`src/pie_pkg.sv`:
```
package pie_pkg;

  localparam int IDX_W = 16;

  localparam logic [2:0] KIND_QUADS = 3'd0;
  localparam logic [2:0] KIND_TRIS  = 3'd1;
  localparam logic [2:0] KIND_FAN   = 3'd2;
  localparam logic [2:0] KIND_STRIP = 3'd3;
  localparam logic [2:0] KIND_LINES = 3'd4;

  localparam logic [IDX_W-1:0] OFS_M2 = 16'hFFFE;
  localparam logic [IDX_W-1:0] OFS_M1 = 16'hFFFF;
  localparam logic [IDX_W-1:0] OFS_0  = 16'h0000;
  localparam logic [IDX_W-1:0] OFS_1  = 16'h0001;
  localparam logic [IDX_W-1:0] OFS_2  = 16'h0002;
  localparam logic [IDX_W-1:0] OFS_3  = 16'h0003;

  typedef struct packed {
    logic [2:0]       prim_kind;
    logic [IDX_W-1:0] base_index;
    logic             first_vertex;
    logic             last_vertex;
  } vtx_word_t;

  typedef struct packed {
    logic [IDX_W-1:0] index_value;
    logic             run_end;
  } idx_word_t;

  // What the back end has to emit for one vertex.
  typedef enum logic [2:0] {
    OP_SINGLE     = 3'd0,
    OP_QUAD       = 3'd1,
    OP_FAN        = 3'd2,
    OP_STRIP_EVEN = 3'd3,
    OP_STRIP_ODD  = 3'd4,
    OP_LINES      = 3'd5
  } op_t;

  typedef struct packed {
    op_t              op;
    logic [IDX_W-1:0] anchor;
    logic [IDX_W-1:0] base;
  } job_t;

  function automatic logic [2:0] op_len(op_t op);
    case (op)
      OP_SINGLE:                             op_len = 3'd1;
      OP_FAN, OP_STRIP_EVEN, OP_STRIP_ODD:   op_len = 3'd3;
      OP_QUAD, OP_LINES:                     op_len = 3'd6;
      default:                               op_len = 3'd1;
    endcase
  endfunction

  // Offset added to the anchor index at each step of a job.
  function automatic logic [IDX_W-1:0] step_offset(op_t op, logic [2:0] step);
    logic [IDX_W-1:0] ofs;
    ofs = OFS_0;
    case (op)
      OP_QUAD: begin
        case (step)
          3'd1:       ofs = OFS_1;
          3'd2, 3'd3: ofs = OFS_2;
          3'd4:       ofs = OFS_3;
          default:    ofs = OFS_0;
        endcase
      end
      OP_LINES: begin
        case (step)
          3'd1:       ofs = OFS_1;
          3'd2, 3'd3: ofs = OFS_3;
          3'd4:       ofs = OFS_2;
          default:    ofs = OFS_0;
        endcase
      end
      OP_FAN: begin
        ofs = (step == 3'd1) ? OFS_M1 : OFS_0;
      end
      OP_STRIP_EVEN: begin
        case (step)
          3'd0:    ofs = OFS_M2;
          3'd1:    ofs = OFS_M1;
          default: ofs = OFS_0;
        endcase
      end
      OP_STRIP_ODD: begin
        case (step)
          3'd0:    ofs = OFS_M1;
          3'd1:    ofs = OFS_M2;
          default: ofs = OFS_0;
        endcase
      end
      default: ofs = OFS_0;
    endcase
    return ofs;
  endfunction

endpackage

```
`src/pie_front.sv`:
```
module pie_front (
  input  logic              clk,
  input  logic              rst,
  input  logic              vtx_valid,
  output logic              vtx_stall,
  input  pie_pkg::vtx_word_t vtx,
  input  logic              full,
  output logic              push,
  output pie_pkg::job_t     push_job
);
  import pie_pkg::*;

  logic [IDX_W-1:0] position;
  logic [2:0]       held_kind;
  logic [IDX_W-1:0] held_base;

  logic             accept;
  logic [IDX_W-1:0] p;
  logic [2:0]       kind;
  logic [IDX_W-1:0] base;
  logic [IDX_W-1:0] p_sel;
  logic [IDX_W-1:0] anchor;
  logic             emit;
  op_t              op;

  assign vtx_stall = full;
  assign accept    = vtx_valid && !full;

  assign p    = vtx.first_vertex ? '0 : position;
  assign kind = vtx.first_vertex ? vtx.prim_kind : held_kind;
  assign base = vtx.first_vertex ? vtx.base_index : held_base;

  // Quads anchor on the first vertex of their group of four.
  assign p_sel  = (kind == KIND_QUADS) ? {p[IDX_W-1:2], 2'b00} : p;
  assign anchor = (kind == KIND_LINES) ? '0 : base + p_sel;

  always_comb begin
    emit = 1'b0;
    op   = OP_SINGLE;
    case (kind)
      KIND_QUADS: begin
        emit = (p[1:0] == 2'b11) || vtx.last_vertex;
        op   = OP_QUAD;
      end
      KIND_TRIS: begin
        emit = 1'b1;
        op   = OP_SINGLE;
      end
      KIND_FAN: begin
        emit = 1'b1;
        op   = (p < IDX_W'(3)) ? OP_SINGLE : OP_FAN;
      end
      KIND_STRIP: begin
        emit = 1'b1;
        if (p < IDX_W'(3)) begin
          op = OP_SINGLE;
        end else if (p[0]) begin
          op = OP_STRIP_ODD;
        end else begin
          op = OP_STRIP_EVEN;
        end
      end
      KIND_LINES: begin
        emit = (p == '0);
        op   = OP_LINES;
      end
      default: begin
        emit = 1'b0;
        op   = OP_SINGLE;
      end
    endcase
  end

  assign push            = accept && emit;
  assign push_job.op     = op;
  assign push_job.anchor = anchor;
  assign push_job.base   = base;

  always_ff @(posedge clk) begin
    if (rst) begin
      position  <= '0;
      held_kind <= '0;
      held_base <= '0;
    end else if (accept) begin
      position  <= p + IDX_W'(1);
      held_kind <= kind;
      held_base <= base;
    end
  end

endmodule

```
`src/pie_queue.sv`:
```
module pie_queue #(
  parameter int DEPTH = 4
) (
  input  logic          clk,
  input  logic          rst,
  input  logic          push,
  input  pie_pkg::job_t push_job,
  output logic          full,
  output logic          head_valid,
  output pie_pkg::job_t head_job,
  input  logic          pop
);
  import pie_pkg::*;

  localparam int PTR_W = $clog2(DEPTH);
  localparam int CNT_W = $clog2(DEPTH + 1);

  job_t             slots [DEPTH];
  logic [PTR_W-1:0] wr_ptr;
  logic [PTR_W-1:0] rd_ptr;
  logic [CNT_W-1:0] count;

  function automatic logic [PTR_W-1:0] bump(logic [PTR_W-1:0] ptr);
    return (ptr == PTR_W'(DEPTH - 1)) ? '0 : ptr + PTR_W'(1);
  endfunction

  assign full       = (count == CNT_W'(DEPTH));
  assign head_valid = (count != '0);
  assign head_job   = slots[rd_ptr];

  always_ff @(posedge clk) begin
    if (push) begin
      slots[wr_ptr] <= push_job;
    end
  end

  always_ff @(posedge clk) begin
    if (rst) begin
      wr_ptr <= '0;
      rd_ptr <= '0;
      count  <= '0;
    end else begin
      if (push) begin
        wr_ptr <= bump(wr_ptr);
      end
      if (pop) begin
        rd_ptr <= bump(rd_ptr);
      end
      if (push && !pop) begin
        count <= count + CNT_W'(1);
      end else if (pop && !push) begin
        count <= count - CNT_W'(1);
      end
    end
  end

`ifndef ASSERT_OFF
  a_no_overflow: assert property (@(posedge clk) disable iff (rst) push |-> !full)
    else $error("queue written while full");
  a_no_underflow: assert property (@(posedge clk) disable iff (rst) pop |-> head_valid)
    else $error("queue read while empty");
  a_count_up: assert property (@(posedge clk) disable iff (rst)
    (push && !pop) |=> count == $past(count) + CNT_W'(1))
    else $error("queue count did not follow a write");
`endif

endmodule

```
`src/pie_back.sv`:
```
module pie_back (
  input  logic               clk,
  input  logic               rst,
  input  logic               head_valid,
  input  pie_pkg::job_t      head_job,
  output logic               pop,
  output logic               idx_valid,
  input  logic               idx_stall,
  output pie_pkg::idx_word_t idx
);
  import pie_pkg::*;

  logic [2:0]       step;
  logic             advance;
  logic             last_step;
  logic [IDX_W-1:0] value;

  assign advance   = head_valid && (!idx_valid || !idx_stall);
  assign last_step = (step == op_len(head_job.op) - 3'd1);
  assign pop       = advance && last_step;

  // A fan opens every triangle with the draw's base index.
  assign value = (head_job.op == OP_FAN && step == 3'd0) ? head_job.base
               : head_job.anchor + step_offset(head_job.op, step);

  always_ff @(posedge clk) begin
    if (rst) begin
      step      <= '0;
      idx_valid <= 1'b0;
    end else if (advance) begin
      step      <= last_step ? 3'd0 : step + 3'd1;
      idx_valid <= 1'b1;
    end else if (!idx_stall) begin
      idx_valid <= 1'b0;
    end
  end

  always_ff @(posedge clk) begin
    if (advance) begin
      idx.index_value <= value;
      idx.run_end     <= last_step;
    end
  end

`ifndef ASSERT_OFF
  a_step_in_range: assert property (@(posedge clk) disable iff (rst)
    head_valid |-> step < op_len(head_job.op))
    else $error("step counter ran past the job length");
  a_step_idle: assert property (@(posedge clk) disable iff (rst)
    !head_valid |-> step == 3'd0)
    else $error("step counter left mid-job with no job queued");
  a_pop_ends_run: assert property (@(posedge clk) disable iff (rst)
    pop |=> idx_valid && idx.run_end)
    else $error("retired job did not close its run");
`endif

endmodule

```
`src/primitive_index_expander.sv`:
```
// Turns a stream of vertices, one word each, into a triangle-list index stream of one
// index word per cycle while idx_stall is low; the last index caused by a vertex carries
// run_end. A first vertex latches the primitive kind and base index and restarts the
// position count. The front end classifies each vertex in the cycle it is taken and
// queues a job of one, three or six indices; the back end walks that job one index per
// cycle through a registered output while idx_stall is low. A triangle vertex and each
// of the first three fan or strip vertices queue one index, a later fan or strip vertex
// three, a quad vertex that closes its group or ends the draw and the first line vertex
// six, and a vertex that emits nothing queues no job.
// Up to QUEUE_DEPTH jobs wait between the two ends, so input and output stall
// independently.
module primitive_index_expander #(
  parameter int QUEUE_DEPTH = 4
) (
  input  logic               clk,
  input  logic               rst,
  input  logic               vtx_valid,
  output logic               vtx_stall,
  input  pie_pkg::vtx_word_t vtx,
  output logic               idx_valid,
  input  logic               idx_stall,
  output pie_pkg::idx_word_t idx
);
  import pie_pkg::*;

  logic full;
  logic push;
  job_t push_job;
  logic head_valid;
  job_t head_job;
  logic pop;

  pie_front u_front (
    .clk       (clk),
    .rst       (rst),
    .vtx_valid (vtx_valid),
    .vtx_stall (vtx_stall),
    .vtx       (vtx),
    .full      (full),
    .push      (push),
    .push_job  (push_job)
  );

  pie_queue #(
    .DEPTH (QUEUE_DEPTH)
  ) u_queue (
    .clk        (clk),
    .rst        (rst),
    .push       (push),
    .push_job   (push_job),
    .full       (full),
    .head_valid (head_valid),
    .head_job   (head_job),
    .pop        (pop)
  );

  pie_back u_back (
    .clk        (clk),
    .rst        (rst),
    .head_valid (head_valid),
    .head_job   (head_job),
    .pop        (pop),
    .idx_valid  (idx_valid),
    .idx_stall  (idx_stall),
    .idx        (idx)
  );

endmodule

```
`config.mk`:
```
export PLATFORM = sky130hd
export DESIGN_NAME = primitive_index_expander
export DESIGN_NICKNAME = d
export VERILOG_FILES = /design/src/pie_pkg.sv /design/src/pie_front.sv /design/src/pie_queue.sv /design/src/pie_back.sv /design/src/primitive_index_expander.sv
export SDC_FILE = /design/constraint.sdc
export NUM_CORES = 1
export LEC_CHECK = 0
export ABC_AREA = 1
export BUFFER_PORTS_ARGS = -buffer_cell sky130_fd_sc_hd__buf_2
export CORE_MARGIN = 8
export CORE_UTILIZATION = 56
export DETAILED_ROUTE_END_ITERATION = 6
export GPL_TIMING_DRIVEN = 0
export PLACE_DENSITY = 0.84
export SLEW_MARGIN = 20
export SYNTH_ARGS = -nofsm -noshare
export SYNTH_HDL_FRONTEND = slang
export SYNTH_SLANG_ARGS = --single-unit
```
`constraint.sdc`:
```
create_clock -name clk -period 4.01 [get_ports clk]
set_clock_uncertainty 0.05 [all_clocks]
set_input_delay 1.0025 -clock clk [delete_from_list [all_inputs] [get_ports clk]]
set_output_delay 1.0025 -clock clk [all_outputs]
set_load 0.01 [all_outputs]
```
---- After elaboration in Yosys (flattened, before gate mapping) ----
Memory sizes are Yosys's and may differ from the RTL's. A register that Yosys moved wholly into a read port is not among the register bits.
Cells that the tools add are included.
word-level totals
  flip-flop bits (word level) ............. 63
  memory bits (writable) .................. 140
  input port bits ......................... 25
  memories kept ........................... 1
operators by class
  add/sub/neg operators ................... 9
  magnitude comparators ................... 1
  equal/unequal tests ..................... 19
  mux-type cells .......................... 29
  reduce and logical (&&, ||, !) cells .... 23
memory list
  name           words  bits a word  read ports  clocked after Yosys merged registers in  write ports  line             RTL
  u_queue.slots  4      35           1           1                                        1            pie_queue.sv:18  job_t slots [DEPTH];
operators with widths
  cell                   number
  $mux 16                5
  $pmux 16 s5            1
  $pmux 16 s2            2
  $add 16x16->16         2
  $eq 3x2->1 const B     6
  $mux 3                 6
  $add 16x1->16 const B  1
  $logic_not 16->1       1
  $lt 16x2->1 const B    1
  $eq 3x3->1 const B     5
  $mux 2                 6
  $pmux 2 s3             2
  $pmux 3 s4             1
  $eq 3x1->1 const B     3
  $logic_and 1x1->1      7
  $add 3x1->3 const B    2
  $eq 2x2->1 const B     3
  $logic_not 3->1        2
  $pmux 3 s2             1
  $reduce_or 3->1        2
  $sub 3x1->3 const B    2
  $logic_not 1->1        5
  $add 2x1->2 const B    2
  $mux 1                 4
  other kinds (7)        9

---- Logic depth before layout (Yosys ltp) ----
  depth after elaboration ................. 9
  depth in mapped cells ................... 20

---- Cells and area by module ----
From an unflattened synthesis, not the netlist that was laid out.
unflattened totals
  cells, all modules ...................... 1169
  area, all modules ....................... 10536.4 um^2
by module, submodules not included
  module     instances  cells each  area each (um^2)  sequential area each (um^2)
  pie_queue  1          398         5654.2            4384.2
  pie_front  1          471         2889.0            700.7
  pie_back   1          300         1993.2            590.6

---- Worst setup path after synthesis ----
No wires, ideal clock.
  kind .................................... input-to-reg
  from .................................... in vtx[1] (netlist name)
  to ...................................... mem u_queue.slots[0][0] (netlist name) (enable)
  arrival ................................. 3446 ps
  slack ................................... 87 ps
  stages .................................. 10
  buffers on the path ..................... 2
  cell sequence ........................... buf_4 -> buf_2 -> nor2_1 -> ha_1 -> nor2_1 -> nand2_1 -> nand2_1 -> nand2_2 -> inv_2 -> nor2_1
between the ends
  word-level cells in the longest chain between the ends .. 7
ends and longest elaborated chain
  item                                                                  line                              RTL
  start: declaration                                                    primitive_index_expander.sv:19    input pie_pkg::vtx_word_t vtx,
  $mux 3 / $mux 16 (equally long branches)                              pie_front.sv:30, pie_front.sv:29
  $eq 3x1->1 (tied with other cells)                                    pie_front.sv:40                   case (kind)
  $reduce_or 3->1 (no line) / $logic_or 1x1->1 (equally long branches)  n/a
  $pmux 1 s3 (*)                                                        pie_front.sv:40
  $logic_and 1x1->1 (*)                                                 pie_front.sv:74                   assign push = accept && emit;
  net push                                                              primitive_index_expander.sv:27    logic push;
  $mux 1 (*)                                                            pie_queue.sv:32                   if (push) begin
  $mux 1 (implied by the code) (*)                                      pie_queue.sv:33                   slots[wr_ptr] <= push_job;
  end: declaration                                                      pie_queue.sv:18
Mark *: on every way through the listed nets, which the timed path passes. The rest lies on a longest branch.

==> results.toml <==
[final_layout]
regArea_um2 = 5680
nets = 1256
utilization_pct = 64.8
syn_to_final_growth_pct = 13.2
multi_input_area_um2 = 4030
n_fill_cell = 1371
diodes = 0
drive_above_1_share_pct = 11.2

[place]
hpwl_mm = 17.5
place.gp.congestion = 0.938
io_buffers = 43

[routing]
wl_mm = 25.3
post_drt_wl_per_cell_um = 17.7
met2_length_mm = 12.2
met1_length_mm = 10.0
drcViolationCount = 0
vias_per_cell = 5.80
dr.pass1.iters = 5
drt_iter0_markers = 863
top_layer = "met4"
antenna_left = 0
wl_met3_mm = 2.14
vias = 8297

[logic_synthesis]
synth_xor_area_share_pct = 2.11
synth_top_family_by_area = "simple AND/OR/NAND/NOR gates"
yosys.area_share.simple_pct = 17.0
ys_top_cells_by_count = "196 x nand2_1, 157 x edfxtp_1, 127 x nor2_1"
yosysMostFrequentCell = "nand2_1"
yosys_warnings = 0
synth_area_um2 = 10300
seq_area_frac_synth_pct = 55.0
synth_area_leader_cell = "edfxtp_1"
yosysUniqueCellTypes = 44
yosysTopAreaCellShare_pct = 45.7
synthTopCellsByArea = "edfxtp_1 46%, dfxtp_1 9.3%, nand2_1 7.1%"
synth-compound-area-share_pct = 13.7
synthArstFlopShare_pct = 0
yosys-mux-area-fraction_pct = 0
synth_fa_ha_area_share_pct = 5.80
ys_ff_latch = 205
synth_cells = 1113
syn_avg_cell_area_um2 = 9.27
synth_edf_count = 157
ys.flop_type = "edfxtp_1"
syn-num-nets = 1184

[critical_path]
r2r_slack_ns = 0.24
worst_ep_arrival_time_ns = 4.03
crit_type = "in2reg"
path_max_fanout = 10
cp_data_required_time_ns = 4.20
crit_path_start_kind = "primary input"
crit_path_end_kind = "flip-flop"

[floorplanning]
dieArea_um2 = 23000
die_w_um = 152
rows = 49
die_h_um = 152
ios = 44
coreArea_um2 = 18000
start_util_pct = 57.3

[global_routing]
grt.overflow.total = 0
track_usage_pct = 21.8
grt_start_max_net_pins = 26
grt_antenna_before_repair = 0
grt_pass1_vias = 7832
grt_pass1_wl_mm = 39.3

[power]
p_leak_uw = 0.00486
p_per_area_nw_per_um2 = 657
p_total_uw = 7670
ir_drop_mv = 0.507

[clock_tree]
clockBufferDepth = 3
cts_htree_levels = 1
cts_setup_buffers = 0
cts_sinks = 205
clk_pin_slew_ns = 0.06
clock_latency_ns = 0.50
cts_resized = 0
postCtsHoldBufs = 0
clockRootBuffer = "clkbuf_16"
cts_buffers = 23
cts_tree = "built"

[sta]
drv_slew = 0
setup_tns_ns = 0
min_period_ns = 3.84
rsz0062_at_grt = "false"
finalHoldViolCount = 0
tightest_slew_ns = 1.14
min_period_over_period_pct = 95.7
finalSetupViolations = 0
timing.fmax_mhz = 261
relSlewSlack_pct = 23.4

[run_status]
status = "complete, no violations"

[hold_path]
hold_path_class = "reg2reg"

[flow_run]
maxCapViolCount = 0
==> registers in the layout, summed over array words and instances, names as in the netlist, 3 cells and up, named ones only <==
signal and flops:
u_front.held_kind 3, u_back.idx 17, u_queue.slots 140, u_front.position 16
u_front.held_base 16, u_queue.count 3, u_back.step 3
==> worst max-delay path, cell delays in order <==
cell,delay (ns)
buf_2,0.14
buf_4,0.19
clkbuf_2,0.20
o21ai_1,0.58
ha_1,0.30
fa_1,0.21
nand2_1,0.07
nand3_1,0.06
o21ai_0,0.18
o21ai_1,0.33
nand2_1,0.08
nand2_1,0.10
nand2_1,0.05
nand2_1,0.07
o21ai_1,0.06
a21oi_1,0.38
==> through the flow <==
step | cells | cell area, µm² | setup slack [ns] | hold slack, ns
global route | 1430 | 11700 | 0.0312 | 0.410
finish | 1430 | 11700 | 0.173 | 0.400
floorplan | 1113 | 10300 | 0.0869 | 0.374
CTS | 1430 | 11700 | 0.0235 | 0.399
detailed placement | 1389 | 11000 | -0.336 | 0.392
global placement | 1385 | 10800 | -1.32 | 0.383
==> cells by family after synthesis <==
| logic type | count (synthesis) |
|---|---|
| and+or+nand+nor | 416 |
| AOI/OAI and AO/OA | 260 |
| DFF | 205 |
| buffers and inverters | 162 |
| adders and majority gates | 46 |
| xor gates and xnor gates | 24 |
==> routing by layer <==
metal / vias to the layer above / GRT usage [%]
met5: - / 0
met4: 0 / 9.55
met3: 65 / 2.94
met2: 417 / 37.3
met1: 3864 / 27.1
li1: 3951 / -
==> cell type report <==
class	count	area share, %
clock buffer	29	5.12
multi-input combinational	746	34.5
inverter	120	3.86
tap	229	2.45
timing repair buffer	47	2.72
clock inverter	12	0.964
sequential	205	48.6
buffer	42	1.80
==> report_power, final <==
| part | leakage (µW) | switching (µW) | total, µW | internal, µW |
|---|---|---|---|---|
| Combinational | 0.00267 | 1930 | 2840 | 908 |
| Sequential | 0.00185 | 87.2 | 2830 | 2750 |
| Clock | 0.000339 | 810 | 1990 | 1180 |
| Total | 0.00486 | 2830 | 7670 | 4840 |
==> layout by cell type (no fill, tap or decap), types with 5 or more instances in the layout <==
master     instances
nand2_1          196
edfxtp_1         157
nor2_1           123
o21ai_0          121
inv_1            112
a21oi_1           74
buf_2             51
dfxtp_1           48
nand3_1           43
ha_1              43
clkbuf_1          30
o22ai_1           27
clkbuf_16         23
xor2_1            16
o21ai_1           13
nand2_2           12
nand4_1           12
nor3_1             8
inv_2              8
xnor2_1            7
a21o_1             6
a31oi_1            5
nor2_4             5
clkinv_1           5
==> worst paths after layout <==
kind / endpoint / startpoint / depth (start not counted)
setup / recovery: u_queue.slots[2][28] / vtx[1] / 16
hold / removal: u_front.held_kind[1] / u_front.held_kind[1] / 2
setup reg to reg: u_back.idx[11] / u_back.step[1] / 18
hold reg to reg: u_front.held_kind[1] / u_front.held_kind[1] / 2
(Power assumes the default switching activity.)
